--- config.mk ---
export PLATFORM = sky130hd
export DESIGN_NAME = note_scale_quantizer_unit_flat
export DESIGN_NICKNAME = d
export VERILOG_FILES = /design/src/sv/nsq_pkg.sv /design/src/sv/nsq_if.sv /design/src/sv/nsq_pitch_search.sv /design/src/sv/note_scale_quantizer_unit.sv /design/src/flat_wrapper.sv
export SDC_FILE = /design/constraint.sdc
export NUM_CORES = 1
export LEC_CHECK = 0
export BUFFER_PORTS_ARGS = -buffer_cell sky130_fd_sc_hd__buf_2
export CORE_UTILIZATION = 63
export DETAILED_ROUTE_END_ITERATION = 12
export HOLD_SLACK_MARGIN = 0.15
export PLACE_DENSITY = 0.82
export REMOVE_ABC_BUFFERS = 1
export SLEW_MARGIN = 15
export SYNTH_ARGS = -nofsm -noshare
export SYNTH_HDL_FRONTEND = slang
export SYNTH_HIERARCHICAL = 1
export SYNTH_SLANG_ARGS = --single-unit
export TNS_END_PERCENT = 50
--- constraint.sdc ---
create_clock -name clk_i -period 10.1 [get_ports clk_i]
set_input_delay 0.505 -clock clk_i [delete_from_list [all_inputs] [get_ports clk_i]]
set_output_delay 0.505 -clock clk_i [all_outputs]
set_load 0.05 [all_outputs]
--- src/sv/nsq_pkg.sv ---
// nsq_pkg: scale codes, semitone mask table and pitch-class helper for the
// note scale quantizer. No dependencies.
`default_nettype none

package nsq_pkg;

  localparam int unsigned NoteW   = 7;
  localparam int unsigned SelW    = 3;
  localparam int unsigned PcW     = 4;
  localparam int unsigned OctSize = 12;
  localparam int unsigned MaxOff  = 6;
  localparam int unsigned OffW    = 4;
  localparam int unsigned SumW    = NoteW + 2;
  localparam logic [NoteW-1:0] NoteMax = 7'd127;

  typedef logic [NoteW-1:0]         note_t;
  typedef logic [PcW-1:0]           pc_t;
  typedef logic [OctSize-1:0]       mask_t;
  typedef logic signed [OffW-1:0]   off_t;

  typedef enum logic [SelW-1:0] {
    ScMajor     = 3'd0,
    ScMinor     = 3'd1,
    ScPentMajor = 3'd2,
    ScPentMinor = 3'd3,
    ScDorian    = 3'd4,
    ScChromatic = 3'd5
  } scale_e;

  // bit n set = semitone n of the octave is in the scale
  localparam mask_t MaskMajor     = 12'hAB5;  // 0 2 4 5 7 9 11
  localparam mask_t MaskMinor     = 12'h5AD;  // 0 2 3 5 7 8 10
  localparam mask_t MaskPentMajor = 12'h295;  // 0 2 4 7 9
  localparam mask_t MaskPentMinor = 12'h4A9;  // 0 3 5 7 10
  localparam mask_t MaskDorian    = 12'h6AD;  // 0 2 3 5 7 9 10
  localparam mask_t MaskAll       = 12'hFFF;

  function automatic mask_t scale_mask(logic [SelW-1:0] sel);
    mask_t m;
    case (scale_e'(sel))
      ScMajor:     m = MaskMajor;
      ScMinor:     m = MaskMinor;
      ScPentMajor: m = MaskPentMajor;
      ScPentMinor: m = MaskPentMinor;
      ScDorian:    m = MaskDorian;
      ScChromatic: m = MaskAll;
      default:     m = MaskAll;
    endcase
    return m;
  endfunction

  // note mod 12 by conditional subtraction of 96, 48, 24, 12
  function automatic pc_t pitch_class(note_t note);
    note_t r;
    r = note;
    if (r >= 7'd96) r = r - 7'd96;
    if (r >= 7'd48) r = r - 7'd48;
    if (r >= 7'd24) r = r - 7'd24;
    if (r >= 7'd12) r = r - 7'd12;
    return r[PcW-1:0];
  endfunction

endpackage

`default_nettype wire

--- src/sv/nsq_if.sv ---
// nsq_if: valid/ready channel interfaces for note beats and result beats.
// Depends on nsq_pkg.
`default_nettype none

interface nsq_note_if;
  logic                  valid;
  logic                  ready;
  logic [nsq_pkg::NoteW-1:0] note;
  logic [nsq_pkg::SelW-1:0]  scale_select;

  modport source (output valid, output note, output scale_select, input ready);
  modport sink   (input valid, input note, input scale_select, output ready);
endinterface

interface nsq_result_if;
  logic                  valid;
  logic                  ready;
  logic [nsq_pkg::NoteW-1:0] quantized_note;

  modport source (output valid, output quantized_note, input ready);
  modport sink   (input valid, input quantized_note, output ready);
endinterface

`default_nettype wire

--- src/sv/nsq_pitch_search.sv ---
// nsq_pitch_search: nearest in-scale note search over offsets 0, -1, +1 .. -6, +6
// with saturation. Combinational. Depends on nsq_pkg.
`default_nettype none

module nsq_pitch_search (
  input  wire logic [nsq_pkg::NoteW-1:0] note_i,
  input  wire logic [nsq_pkg::SelW-1:0]  scale_select_i,
  output logic      [nsq_pkg::NoteW-1:0] quantized_note_o
);
  import nsq_pkg::*;

  mask_t mask;
  pc_t   pc;
  off_t  best;
  logic signed [SumW-1:0] sum;

  assign mask = scale_mask(scale_select_i);
  assign pc   = pitch_class(note_i);

  always_comb begin
    logic found;
    pc_t  pc_dn;
    pc_t  pc_up;
    pc_t  dd;
    found = 1'b0;
    best  = '0;
    pc_dn = '0;
    pc_up = '0;
    for (int d = 0; d <= int'(MaxOff); d++) begin
      dd    = PcW'(d);
      pc_dn = (pc >= dd) ? pc - dd : pc + PcW'(OctSize) - dd;
      pc_up = ({1'b0, pc} + {1'b0, dd} >= (PcW+1)'(OctSize)) ? pc + dd - PcW'(OctSize)
                                                                 : pc + dd;
      if (!found && mask[pc_dn]) begin
        found = 1'b1;
        best  = -off_t'(dd);
      end else if (!found && mask[pc_up]) begin
        found = 1'b1;
        best  = off_t'(dd);
      end
    end
  end

  assign sum = $signed({2'b00, note_i}) + {{(SumW-OffW){best[OffW-1]}}, best};

  always_comb begin
    if (sum[SumW-1]) begin
      quantized_note_o = '0;
    end else if (sum > $signed({2'b00, NoteMax})) begin
      quantized_note_o = NoteMax;
    end else begin
      quantized_note_o = sum[NoteW-1:0];
    end
  end

endmodule

`default_nettype wire

--- src/sv/note_scale_quantizer_unit.sv ---
// note_scale_quantizer_unit: input register, pitch search, result register.
// Depends on nsq_pkg, nsq_if and nsq_pitch_search.
//
//   channel  dir  fields
//   in_i     in   note[6:0], scale_select[2:0]
//   out_o    out  quantized_note[6:0]
//
// One beat per cycle sustained while out_o.ready holds; a result enters res_q once the output stage can advance.
// The search sits between the input register and the result register.
// Reset clears both valid flags; no state is kept between beats.
// A stalled result holds in its register while the input stage may still fill.
`default_nettype none

module note_scale_quantizer_unit (
  input  wire logic     clk_i,
  input  wire logic     rst_ni,
  nsq_note_if.sink      in_i,
  nsq_result_if.source  out_o
);
  import nsq_pkg::*;

  logic                  in_vld_q;
  note_t                 note_q;
  logic [SelW-1:0]       sel_q;
  logic                  out_vld_q;
  note_t                 res_q;
  note_t                 res_d;
  logic                  out_adv;
  logic                  in_adv;

  assign out_adv  = !out_vld_q || out_o.ready;
  assign in_adv   = in_vld_q && out_adv;
  assign in_i.ready = !in_vld_q || out_adv;

  nsq_pitch_search u_search (
    .note_i           (note_q),
    .scale_select_i   (sel_q),
    .quantized_note_o (res_d)
  );

  always_ff @(posedge clk_i or negedge rst_ni) begin
    if (!rst_ni) begin
      in_vld_q  <= 1'b0;
      out_vld_q <= 1'b0;
    end else begin
      if (in_i.ready) begin
        in_vld_q <= in_i.valid;
      end
      if (out_adv) begin
        out_vld_q <= in_vld_q;
      end
    end
  end

  always_ff @(posedge clk_i) begin
    if (in_i.valid && in_i.ready) begin
      note_q <= in_i.note;
      sel_q  <= in_i.scale_select;
    end
    if (in_adv) begin
      res_q <= res_d;
    end
  end

  assign out_o.valid          = out_vld_q;
  assign out_o.quantized_note = res_q;

endmodule

`default_nettype wire

--- src/flat_wrapper.sv ---
// flat-port wrapper written by rule: the top's interface ports become plain ports
module note_scale_quantizer_unit_flat import nsq_pkg::*;
  (clk_i, rst_ni, in_i_valid, in_i_note, in_i_scale_select, in_i_ready, out_o_valid, out_o_quantized_note, out_o_ready);
  nsq_note_if in_i_i ();
  nsq_result_if out_o_i ();
  input  wire logic clk_i;
  input  wire logic rst_ni;
  input wire logic [$bits(in_i_i.valid)-1:0] in_i_valid;
  input wire logic [$bits(in_i_i.note)-1:0] in_i_note;
  input wire logic [$bits(in_i_i.scale_select)-1:0] in_i_scale_select;
  output wire logic [$bits(in_i_i.ready)-1:0] in_i_ready;
  output wire logic [$bits(out_o_i.valid)-1:0] out_o_valid;
  output wire logic [$bits(out_o_i.quantized_note)-1:0] out_o_quantized_note;
  input wire logic [$bits(out_o_i.ready)-1:0] out_o_ready;
  assign in_i_i.valid = in_i_valid;
  assign in_i_i.note = in_i_note;
  assign in_i_i.scale_select = in_i_scale_select;
  assign in_i_ready = in_i_i.ready;
  assign out_o_valid = out_o_i.valid;
  assign out_o_quantized_note = out_o_i.quantized_note;
  assign out_o_i.ready = out_o_ready;
  note_scale_quantizer_unit u_core (.clk_i(clk_i), .rst_ni(rst_ni), .in_i(in_i_i), .out_o(out_o_i));
endmodule
# --- Word level (Yosys, flattened, before mapping) ---
# Cells that the tools add are included.
totals:
  register_bits: 19
  input_bits: 14
  out_inout_bits: 9
  wordCells: 176
classes:
  n_addsub: 37
  n_lt_le_gt_ge: 33
  n_eq_ne: 4
  mux: 72
  reduce_logical: 25
op_table:
  columns: ["op", "count"]
  rows:
  - ["2-to-1 mux 4 bit", 26]
  - ["less-than comparator 4 x 5 -> 1 bit (second input constant)", 14]
  - ["case mux 12 bit (5 select lines)", 1]
  - ["binary-select mux 1 bit (select 4 bit)", 14]
  - ["subtractor 4 bit (second input constant)", 8]
  - [">= comparator 5 x 4 -> 1 bit (second input constant)", 6]
  - ["2-to-1 mux 7 bit", 4]
  - ["2-to-1 mux 1 bit", 27]
  - ["subtractor 4 x 3 -> 4 bit (second input constant)", 6]
  - ["subtractor 4 x 2 -> 4 bit (second input constant)", 4]
  - ["adder 4 x 3 -> 5 bit (second input constant)", 3]
  - ["logical AND 1 bit", 14]
  - ["adder 4 x 3 -> 4 bit (second input constant)", 3]
  - [">= comparator 4 x 3 -> 1 bit (second input constant)", 3]
  - ["adder 4 x 2 -> 5 bit (second input constant)", 2]
  - ["adder 8 x 4 -> 9 bit", 1]
  - ["greater-than comparator 9 x 8 -> 1 bit (second input constant)", 1]
  - ["adder 4 x 2 -> 4 bit (second input constant)", 2]
  - [">= comparator 4 x 1 -> 1 bit (second input constant)", 2]
  - [">= comparator 4 x 2 -> 1 bit (second input constant)", 2]
  - ["logical NOT 1 bit", 8]
  - ["subtractor 4 x 1 -> 4 bit (second input constant)", 2]
  - [">= comparator 7 x 4 -> 1 bit (second input constant)", 1]
  - [">= comparator 7 x 5 -> 1 bit (second input constant)", 1]
  - ["14 further kinds", 16]

# --- Depth between registers and ports, before layout ---
# Gate-level depths: netlist of run 1.
depth:
  word_depth: 41
  depth_mapped: 40
  mapped_depth_nobuf: 37

# --- Hierarchy ---
# Netlist of run 1, hierarchy kept.
modules_own_cells:
  columns: ["module", "n_inst", "cells_per_inst", "area_each_um2", "seq_area_each_um2"]
  rows:
  - ["nsq_pitch_search", 1, 463, 3106.7, 0.0]
  - ["note_scale_quantizer_unit", 1, 25, 614.3, 560.5]

# --- Worst setup path before layout of run 1 ---
# Ideal clock, no wire load.
synth_timing:
  path_type: "flip-flop to flip-flop"
  start: "register u_core.note_q[2]"
  end: "register u_core.res_q[4], in the netlist u_core/out_o.quantized_note[4], data pin"
  setup_ps: 270
  arrival_time_ps: 7485
  setup_slack_ps: 2345
  path_stages_with_launch: 37
  path_buffers: 3
  synth_period_minus_slack_ps: 7755
  cell_sequence: "edfxtp_1 or4_4 nor3_1 o21ai_0 ha_1 nand3b_1 a211oi_1 mux2i_1 ha_1 a32o_2 nor2_1 and3_1 buf_6 nor2_8 inv_2 buf_6 buf_6 a21oi_1 a31oi_1 ha_1 a22oi_1 nand2_1 mux2i_1 o211a_1 mux2i_1 o211ai_1 or4b_4 o21a_4 inv_1 ha_1 inv_1 o21bai_1 a21o_1 a21o_1 a21oi_1 xor2_2 a21oi_1"
synth_via:
  elab_chain_cells: 41
  word_cells_on_any_way: 145
synth_rtl:
  columns: ["item", "line", "source"]
  rows:
  - ["from (decl)", "note_scale_quantizer_unit.sv:23", "note_t note_q;"]
  - ["from (signal assigned)", "note_scale_quantizer_unit.sv:57", "note_q <= in_i.note;"]
  - ["parallel branches: the longest is 38 deep, another holds subtractor 7 bit", null, null]
  - ["adder 8 x 4 -> 9 bit *", "nsq_pitch_search.sv:44", "assign sum = $signed({2'b00, note_i}) + {{(SumW-OffW){best[OffW-1]}}, best};"]
  - ["greater-than comparator 9 x 8 -> 1 bit", "nsq_pitch_search.sv:49", "end else if (sum > $signed({2'b00, NoteMax})) begin"]
  - ["2-to-1 mux 7 bit", "nsq_pitch_search.sv:49", null]
  - ["to (signal assigned)", "note_scale_quantizer_unit.sv:61", "res_q <= res_d;"]
  - ["to (decl)", "note_scale_quantizer_unit.sv:26", "note_t res_q;"]
# Every way passes the cells marked *. The select of a mux whose other input is x is not followed.
# A chain may end at the register's enable or synchronous reset.

# --- Worst setup path after layout of run 1 ---
layout_timing:
  start: "register u_core.note_q[2]"
  end: "register u_core.res_q[6], in the netlist u_core/out_o.quantized_note[6], data pin"
# Same word-level chain as after synthesis.

==> metrics.yaml, run 1 <==
synth_compound_area_share_pct: 33.5
synthAdderAreaFrac_pct: 9.21
cp-start-kind: "register"
vias_per_cell: 7.16
worst_setup_path_end_kind: "register"
timing.final.crit_share_pct: 93.5
path_class: "register to register"
dieArea_mm2: 0.00622
fin_util_pct: 68.9
syn_area_per_cell_um2: 7.63
drt_iter0_markers: 701
worst-path-max-fanout: 20
numPortBuffers: 22
mostFrequentLayoutCell: "nor2_1"
clock-root-buffer: "clkbuf_8"
synth_simple_gate_area_share_pct: 23.7
cts_tree: "built"
min_from: "in_i_note[6]"
synthTopCellsByArea: "edfxtp_1 14%, ha_1 8.4%, mux2i_1 5.6%, a21oi_1 5.2%, nor2_1 5.0%"
start_util_pct: 66.4
grt_util_all_layers_pct: 35.0
core_mm2: 0.00561
layout_min_cycle_time_ns: 9.44
h-tree-depth: 1
fin_tns_setup_ns: 0
dp_hpwl_mm: 7.96
power_leakage_nw: 1.58
relSlewSlack_pct: 35.6
syn_area_mm2: 0.00372
setup_viol: 0
yosys.area.top_type_share_pct: 13.7
yosysTopAreaCell: "edfxtp_1"
clockBufferDepth: 2
worstReg2RegStart: "u_core/note_q[2]"
hp-class: "input port to register"
grt_overflow: 0
async_flop_share_pct: 10.5
place_inst: 557
synthMuxAreaShare_pct: 6.86
clk_pin_slew_ns: 0.07
finalNonFillerCells: 562
grt_pass1_wl_mm: 17.3
yosys_warnings: 6
cts_sinks: 19
chipHeight_um: 78.9
grt_setup_unrepaired: "false"
ys_seq_elements: 19
ios: 23
crit_arrival_ns: 9.43
grt_pass1_vias: 3658
detail-route-antenna-nets: 0
synth_cell_type_count: 86
synth-seq-area-share_pct: 15.1
synth_top_family_by_area: "compound AO/OA/AOI/OAI gates"
finalClockSkew_ns: 0.00212
grt_start_max_net_pins: 33
vias: 4024
clk_latency_ns: 0.26
antennaDiodeCount: 0
maxCapViolCount: 0
crit_start: "u_core/note_q[2]"
core.rowCount: 27
max_freq_mhz: 106
status: "finished, final reports clean"
drive_gt1_share_pct: 11.2
ys.flop_type: "edfxtp_1"
wl_mm: 10.6
layout.nets: 531
antenna_found_initial: 0
numCtsBuffers: 3
final_cell_mix: "50 x nor2_1, 39 x a21oi_1, 33 x nand2_1, 30 x o21ai_0, 25 x ha_1"
syn_to_final_growth_pct: 3.80
synth_xor_area_share_pct: 5.55
fp.dieW_um: 78.9
wl_per_cell_um: 18.9
worst_slew_pin_slew_ns: 0.964
first_pass_iters: 12
cp_data_required_time_ns: 10.09
peakVddDrop_v: 0.000309
synth_edf_count: 17
drc_errors: 0
final-hold-violation-count: 0
hold_slack_ns: 0.415
synth_cells: 488
place.gp.congestion: 1.03
power_density_mw_per_mm2: 249
drv_slew: 0
slowest_stage: "edfxtp_1"
slowest_delay_ns: 0.62
[cells by family (layout without fill, tap and decap cells)]
| kind of cell | count (synthesis) | after routing |
|---|---|---|
| XOR/XNOR | 19 | 19 |
| multiplexers | 24 | 24 |
| buffers and inverters | 53 | 55 |
| AO/OA/AOI/OAI | 177 | 177 |
| flip-flops | 19 | 19 |
| AND/OR/NAND/NOR | 169 | 169 |
| adder cells (fa/ha/maj) | 27 | 27 |
[state kept, by name (all words and copies together) (netlist names)]
signal                       flops
u_core/in_vld_q                  1
u_core/note_q                    7
u_core/sel_q                     3
u_core/out_o.valid               1
u_core/out_o.quantized_note      7
[area by class of cell]
class,count,area (um2)
multi-input combinational,416,2930
fill,484,1750
sequential,19,561
timing repair buffer,25,135
inverter,26,97.6
tap,72,90.1
clock buffer,3,41.3
clock inverter,1,5.00
[stage by stage]
step	worst slack (ns)	instance area, um2	total power, mW
after floorplan	2.03	3590	0.727
after global routing	0.0565	3860	1.03
after global placement	1.15	3810	0.860
after CTS	0.707	3860	0.943
after detailed placement	0.781	3810	0.880
final	0.660	3860	0.964
[worst max-delay path, delay by kind of cell, from the launching register on]
| family | cells | cell delay (ns) |
|---|---|---|
| simple gates | 9 | 2.38 |
| fa+ha+maj | 4 | 1.36 |
| buf+inv | 2 | 0.35 |
| mux | 3 | 1.13 |
| xor+xnor | 1 | 0.42 |
| flops | 1 | 0.62 |
| compound gates | 14 | 2.86 |
[routing by layer]
layer,GRT usage [%],share of wire [%],vias up
met1,45.9,39,1858
li1,-,-,1850
met3,3.45,10,48
met2,57.3,46,268
met5,0,0,-
met4,17.1,4.3,0
[repair_timing]
item                       CTS  global route
setup endpoints to repair    0             7
resized for setup            0             1
buffers inserted             0             0
hold endpoints to repair     2             0
hold buffers                 1             0
[worst paths after layout]
check                                                  to  depth (start not counted)  slack, ns
max                        u_core/out_o.quantized_note[6]                         33       0.66
min                                      u_core/note_q[6]                          1       0.41
max reg2reg                u_core/out_o.quantized_note[6]                         33       0.66
min reg2reg                            u_core/out_o.valid                          1       0.58
max in group asynchronous              u_core/out_o.valid                          2       9.43
min in group asynchronous                 u_core/in_vld_q                          2       0.57
[synth_stat cells, types with 8 or more instances]
master / number
nor2_1: 50
clkbuf_1: 18
o21ai_0: 30
inv_1: 22
ha_1: 25
edfxtp_1: 17
a31oi_1: 9
nor2b_1: 8
a21o_1: 8
a211oi_1: 10
xnor2_1: 10
nand2b_1: 15
nand3_1: 18
mux2i_1: 21
nand2_1: 33
a21oi_1: 39
nor3_1: 11
[power breakdown]
group	internal [mW]	total, mW	switching, mW
sequential	0.125	0.140	0.0148
combinational	0.286	0.771	0.485
clock	0.0275	0.0529	0.0254
Power figures use the tool's default switching activity.
==> run 2, diff against run 1 <==
--- a/config.mk
+++ b/config.mk
@@ -5,12 +5,12 @@
 export SDC_FILE = /design/constraint.sdc
 export NUM_CORES = 1
 export LEC_CHECK = 0
+export ABC_AREA = 1
 export BUFFER_PORTS_ARGS = -buffer_cell sky130_fd_sc_hd__buf_2
-export CORE_UTILIZATION = 63
+export CORE_UTILIZATION = 62
 export DETAILED_ROUTE_END_ITERATION = 12
 export HOLD_SLACK_MARGIN = 0.15
 export PLACE_DENSITY = 0.82
-export REMOVE_ABC_BUFFERS = 1
 export SLEW_MARGIN = 15
 export SYNTH_ARGS = -nofsm -noshare
 export SYNTH_HDL_FRONTEND = slang
==> run 2 against run 1 <==
  * Area after synthesis fell by 13%
  * Clock power is 1% lower
  * Routed wire length is 26% lower
  * Critical path type unchanged
  * Largest power group unchanged
==> metrics.yaml, run 2 <==
status: "finished, final reports clean"
worst-path-max-fanout: 18  # -10%
finalClockSkew_ns: 0.00483  # +0.00271 ns
synth_cell_type_count: 43  # -50%
mostFrequentLayoutCell: "nand2_1"
grt_pass1_vias: 2943  # -20%
ys.flop_type: "edfxtp_1"
power_switching_uw: 600  # +14%
hold_slack_ns: 0.423  # +0.00822 ns
numPortBuffers: 22  # unchanged
layout.nets: 566  # +6.6%
final_cell_mix: "141 x nand2_1, 65 x inv_1, 57 x nand3_1, 31 x o21ai_0, 28 x nor2_1"
crit_start: "u_core/note_q[1]"
synthTopCellsByArea: "nand2_1 16%, edfxtp_1 16%, ha_1 9.6%, nand3_1 8.8%, inv_1 7.5%"
yosysMostFrequentCell: "nand2_1"
peakVddDrop_v: 0.000250  # -19%
p_sw_share_pct: 58.7  # +4.1 points
dieArea_mm2: 0.00555  # -11%
yosysTopAreaCell: "nand2_1"
p_clk_share_pct: 5.1  # -0.4 points
cp-start-kind: "register"
grt_start_max_net_pins: 19  # -42%
yosys.area.top_type_share_pct: 16.3  # +2.5 points
slowest_stage: "edfxtp_1"
grt_pass1_wl_mm: 12.7  # -26%
setup_viol: 0  # unchanged
power_density_mw_per_mm2: 295  # +18%
synthMuxAreaShare_pct: 0  # -6.9 points
final-hold-violation-count: 0  # unchanged
relSlewSlack_pct: 56.3  # +21 points
chipHeight_um: 74.5  # -5.6%
netlist_top_cells_count: "141 x nand2_1, 65 x inv_1, 57 x nand3_1, 31 x o21ai_0, 28 x nor2_1"
synthAdderAreaFrac_pct: 10.2  # +1.0 points
syn_area_per_cell_um2: 6.46  # -15%
vias_per_cell: 5.53  # -23%
max_freq_mhz: 127  # +20%
grt_util_all_layers_pct: 29.3  # -5.6 points
fin_tns_setup_ns: 0  # unchanged
first_pass_iters: 6  # -6
fp.dieW_um: 74.5  # -5.6%
timing.final.crit_share_pct: 78.1  # -15 points
drive_gt1_share_pct: 17.0  # +5.7 points
seqPwrFrac_pct: 13.0  # -1.5 points
path_class: "register to register"
drt_iter0_markers: 308  # -56%
layout_min_cycle_time_ns: 7.88  # -1.56 ns
hp-class: "input port to register"
min_from: "in_i_note[5]"
crit_arrival_ns: 8.00  # -1.43 ns
synth_xor_area_share_pct: 3.50  # -2.1 points
synth_simple_gate_area_share_pct: 44.1  # +20 points
grt_setup_unrepaired: "false"
synth_compound_area_share_pct: 15.0  # -18 points
drc_errors: 0  # unchanged
synth-seq-area-share_pct: 17.2  # +2.2 points
place.gp.congestion: 0.974  # -5.2%
worstReg2RegStart: "u_core/note_q[1]"
worst_slew_pin_slew_ns: 0.655  # -0.309 ns
cts_sinks: 19  # unchanged
antenna_found_initial: 0  # unchanged
yosys_warnings: 6  # unchanged
clk_latency_ns: 0.25  # about the same
start_util_pct: 64.2  # -2.2 points
core.rowCount: 26  # -3.7%
synth_cells: 504  # +3.3%
power_leakage_nw: 1.85  # +17%
drv_slew: 0  # unchanged
grt_overflow: 0  # unchanged
crit_top_cell: "nand2_1"
core_mm2: 0.00507  # -9.5%
async_flop_share_pct: 10.5  # unchanged
ys_seq_elements: 19  # unchanged
dp_hpwl_mm: 6.35  # -20%
slowest_delay_ns: 0.61  # about the same
postCtsSetupBuffers: 0  # unchanged
synth_edf_count: 17  # unchanged
h-tree-depth: 1  # unchanged
antennaDiodeCount: 0  # unchanged
synth_top_family_by_area: "simple AND/OR/NAND/NOR gates"
cp_data_required_time_ns: 10.21  # +0.12 ns
ios: 23  # unchanged
detail-route-antenna-nets: 0  # unchanged
comb_power_share_pct: 81.8  # +1.8 points
syn_area_mm2: 0.00326  # -13%
numCtsBuffers: 3  # unchanged
wl_per_cell_um: 13.2  # -30%
worst_setup_path_end_kind: "register"
clk_pin_slew_ns: 0.07  # about the same
clock-root-buffer: "clkbuf_8"
wl_mm: 7.86  # -26%
maxCapViolCount: 0  # unchanged
syn_nets: 544
cts_tree: "built"
p_int_uw: 422  # -3.6%
syn_to_final_growth_pct: 6.38
clockBufferDepth: 2  # unchanged
vias: 3292  # -18%
[run 2: cell types whose count changed after synthesis, sizes merged, moves of 12 or more]
cell	delta
nand2	+133
mux2i	-21
nor2	-16
nand2b	-15
a21oi	-12
clkbuf	-16
inv	+48
nand3	+49
[run 2: logic make-up (layout without fill, tap and decap cells)]
kind of cell               count (synthesis)  in the layout
and+or+nand+nor                          285            285
xor gates and xnor gates                  13             13
buffers and inverters                     80            101
AOI/OAI and AO/OA                         81             81
DFF                                       19             19
adders and majority gates                 26             26
[run 2: layout make-up]
cell class                      count  area, um2
Inverter                           74        278
Fill cell                         449       1610
Clock inverter                      1       5.00
Multi-Input combinational cell    405       2370
Sequential cell                    19        561
Tap cell                           70       87.6
Timing Repair Buffer               23        120
Clock buffer                        3       41.3
[run 2: what timing repair did]
action / 4_1_cts / 5_1_grt
hold buffers: 1 / 0
hold endpoints to repair: 2 / 0
resized for setup: 0 / 0
[run 2: worst paths after layout]
path | to | slack [ns] | cells past startpoint
min in group asynchronous | u_core/in_vld_q | 0.55 | 2
max in group asynchronous | u_core/out_o.valid | 9.46 | 2
worst min-delay path | u_core/note_q[5] | 0.42 | 1
worst max-delay path | u_core/out_o.quantized_note[6] | 2.22 | 55
worst min register to register | u_core/out_o.valid | 0.52 | 2
worst max register to register | u_core/out_o.quantized_note[6] | 2.22 | 55
[run 2: critical path, delay by kind of cell (launching register included)]
family	cells	cell delay [ns]
and+or+nand+nor	38	4.25
adders and majority gates	4	1.10
AOI/OAI and AO/OA	7	0.99
buffers and inverters	6	0.74
DFF	1	0.61
[run 2: stage by stage]
stage	total power [mW]	setup slack [ns]	instance area, um2	utilization (%)	std cells
CTS	1.01	2.30	3460	68.2	595
detailed placement	0.953	2.40	3410	67.1	590
global route	1.12	1.49	3460	68.2	595
finish	1.02	2.22	3460	68.2	595
global placement	0.931	2.71	3410	67.1	590
floorplan	0.810	3.72	3260	-	504
[run 2: layer usage]
layer	global-route usage, %	vias to the layer above	share of wire [%]	wire, um
met3	2.85	18	5.3	415
li1	-	1708	-	-
met2	53.1	123	49	3870
met5	0	-	0	0
met4	10.7	0	2.9	227
met1	36.0	1443	43	3340
[run 2: power by group through the flow]
stage	Clock (mW)	Combinational, mW	Sequential [mW]
after floorplan	0	0.621	0.189
after global placement	0	0.796	0.135
after detailed placement	0	0.818	0.135
after CTS	0.0536	0.826	0.133
after global routing	0.0552	0.928	0.136
final	0.0522	0.837	0.133
==> run 3, diff against run 2 <==
--- a/config.mk
+++ b/config.mk
@@ -7,10 +7,10 @@
 export LEC_CHECK = 0
 export ABC_AREA = 1
 export BUFFER_PORTS_ARGS = -buffer_cell sky130_fd_sc_hd__buf_2
-export CORE_UTILIZATION = 62
+export CORE_UTILIZATION = 56
 export DETAILED_ROUTE_END_ITERATION = 12
 export HOLD_SLACK_MARGIN = 0.15
-export PLACE_DENSITY = 0.82
+export PLACE_DENSITY = 0.78
 export SLEW_MARGIN = 15
 export SYNTH_ARGS = -nofsm -noshare
 export SYNTH_HDL_FRONTEND = slang
==> constraint.sdc (replaced) <==
create_clock -name clk_i -period 7 [get_ports clk_i]
set_input_delay 0.35 -clock clk_i [delete_from_list [all_inputs] [get_ports clk_i]]
set_output_delay 0.35 -clock clk_i [all_outputs]
set_load 0.05 [all_outputs]
==> run 3 against run 2 <==
  * Power is 77% higher
  * Clock-buffer cell count stayed put
  * Utilization is 9.6 points higher
  * Design area is 25% higher
  * Worst hold slack worse by 0.16 ns
  * Register-to-register slack worse by 2.0 ns
  * Critical path type unchanged
  * Non-clock buffer count is 50 higher
  * Global-route usage is 2.6 points lower
  * Critical path depth is 2 higher
  * Via count is 10% higher
  * Critical endpoint unchanged
  * Clock skew is 0.0061 ns higher
  * Flip-flop and latch count stayed put
==> metrics.yaml, run 3 (same netlist as run 2, synthesis figures left out) <==
clk_pin_slew_ns: 0.08  # about the same
peakVddDrop_v: 0.000362  # +45%
layout_min_cycle_time_ns: 6.82  # -1.06 ns
cts_tree: "built"
path_class: "register to register"
numCtsBuffers: 3  # unchanged
clockBufferDepth: 2  # unchanged
min_from: "in_i_note[1]"
timing.final.crit_share_pct: 97.5  # +19 points
ff2ff_setup_slack_ns: 0.18  # -2.04 ns
min_to: "u_core/note_q[1]"
setup_viol: 0  # unchanged
final-hold-violation-count: 0  # unchanged
drive_gt1_share_pct: 36.2  # +19 points
cts_sinks: 19  # unchanged
holdPathStages: 1  # unchanged
status: "finished, final reports clean"
drt_iter0_markers: 333  # +8.1%
hp-class: "input port to register"
worst-path-max-fanout: 7  # -11
place_ws_ns: -0.0919  # -2.50 ns
layout.nets: 616  # +8.8%
worstReg2RegStart: "u_core/note_q[4]"
n_fill_cell: 415  # -7.6%
cp-start-kind: "register"
rr_worst_depth: 57  # +3.6%
crit_top_cell: "nand2_4"
syn_to_final_growth_pct: 32.6
start_util_pct: 58.8  # -5.4 points
max_freq_mhz: 147  # +16%
detail-route-antenna-nets: 0  # unchanged
grt_start_max_net_pins: 18  # -1
dieArea_mm2: 0.00612  # +10%
finalClockSkew_ns: 0.0109  # +0.00606 ns
vias_per_cell: 5.61  # +1.3%
place_inst: 602  # +2.0%
crit_arrival_ns: 6.84  # -1.16 ns
core_mm2: 0.00554  # +9.2%
worst_slew_pin_slew_ns: 0.807  # +0.152 ns
vias: 3627  # +10%
ios: 23  # unchanged
finalNonFillerCells: 647  # +8.7%
mostFrequentLayoutCell: "nand2_1"
r2r_end: "u_core/out_o.quantized_note[6]"
power_leakage_nw: 2.16  # +17%
wl_mm: 9.62  # +22%
chipHeight_um: 78.2  # +5.1%
numPortBuffers: 22  # unchanged
cp_data_required_time_ns: 7.02  # -3.19 ns
clk_latency_ns: 0.26  # about the same
grt_util_all_layers_pct: 26.8  # -2.6 points
antenna_found_initial: 0  # unchanged
fin_util_pct: 77.9  # +9.6 points
relSlewSlack_pct: 46.2  # -10 points
power_density_mw_per_mm2: 420  # +42%
dp_hpwl_mm: 6.50  # +2.4%
clock-root-buffer: "clkbuf_8"
setup_slack_ns: 0.176  # -2.04 ns
drc_errors: 0  # unchanged
slowest_stage: "edfxtp_1"
h-tree-depth: 1  # unchanged
slowest_delay_ns: 0.38  # -0.23 ns
final_cell_mix: "115 x nand2_1, 56 x inv_1, 49 x buf_4, 47 x nand3_1, 30 x nand2_2"
place.gp.congestion: 0.925  # -5.0%
grt_pass1_wl_mm: 13.3  # +4.1%
drv_slew: 0  # unchanged
grt_pass1_vias: 3127  # +6.3%
maxCapViolCount: 0  # unchanged
worst_setup_path_end_kind: "register"
core.rowCount: 27  # +3.8%
antennaDiodeCount: 0  # unchanged
grt_overflow: 0  # unchanged
fp.dieW_um: 78.2  # +5.1%
first_pass_iters: 7  # +1
wl_per_cell_um: 14.9  # +13%
-- run 3: cell types whose count changed in the layout (fill, tap and decap cells not counted), sizes merged --
| cell | before | now |
|---|---|---|
| buf | 22 | 72 |
-- run 3: worst max-delay path, delay by kind of cell (launching register included) --
| family | cells | cell delay, ns |
|---|---|---|
| flops | 1 | 0.38 |
| fa+ha+maj | 4 | 0.75 |
| compound gates | 6 | 0.76 |
| buf+inv | 8 | 0.69 |
| simple gates | 39 | 3.99 |
-- run 3: per-stage QoR --
step	setup TNS (ns)	area [um2]	hold WS (ns)	total power, mW
2_1_floorplan	0	3260	0.0544	1.17
3_3_place_gp	0	3480	0.138	1.35
3_5_place_dp	-0.512	3480	0.139	1.39
4_1_cts	0	3590	0.264	1.50
5_1_grt	-1.42	4320	0.255	1.93
6_report	0	4320	0.264	1.81
-- run 3: worst max path at each step --
stage	start	to	slack [ns]
final	u_core/note_q[4]	u_core/out_o.quantized_note[6]	0.18
after global routing	u_core/note_q[4]	u_core/out_o.quantized_note[6]	-0.21
after CTS	u_core/note_q[0]	u_core/out_o.quantized_note[2]	0.01
after detailed placement	u_core/note_q[5]	u_core/out_o.quantized_note[2]	-0.09
after global placement	u_core/note_q[5]	u_core/out_o.quantized_note[1]	0.22
after floorplan	u_core/note_q[0]	u_core/out_o.quantized_note[0]	0.62
-- run 3: final cells by class --
| cell class | count | area (um2) | share of cell area (%) |
|---|---|---|---|
| multi-input combinational | 405 | 2830 | 65.5 |
| sequential | 19 | 561 | 13.0 |
| timing repair buffer | 73 | 508 | 11.8 |
| inverter | 74 | 283 | 6.55 |
| tap | 72 | 90.1 | 2.09 |
| clock buffer | 3 | 41.3 | 0.957 |
| clock inverter | 1 | 5.00 | 0.116 |
-- run 3: power by group --
group / total [mW] / switching [mW] / internal [mW]
Sequential: 0.188 / 0.00821 / 0.180
Clock: 0.0765 / 0.0370 / 0.0396
Combinational: 1.55 / 0.968 / 0.578
Total: 1.81 / 1.01 / 0.798
-- run 3: repair_timing --
item                                    in CTS  in global routing
resized for setup                            8                103
hold buffers                                 1                  0
setup buffers                                2                 38
pin swaps                                    2                 67
hold endpoints to repair                     2                  0
endpoints found under the setup margin       7                  7
-- run 3: routing by layer --
| layer | vias up | wire length (um) | global-route usage, % |
|---|---|---|---|
| li1 | 1812 | - | - |
| met3 | 28 | 519 | 3.49 |
| met1 | 1648 | 3880 | 31.7 |
| met5 | - | 0 | 0 |
| met4 | 0 | 276 | 9.44 |
| met2 | 139 | 4940 | 49.1 |
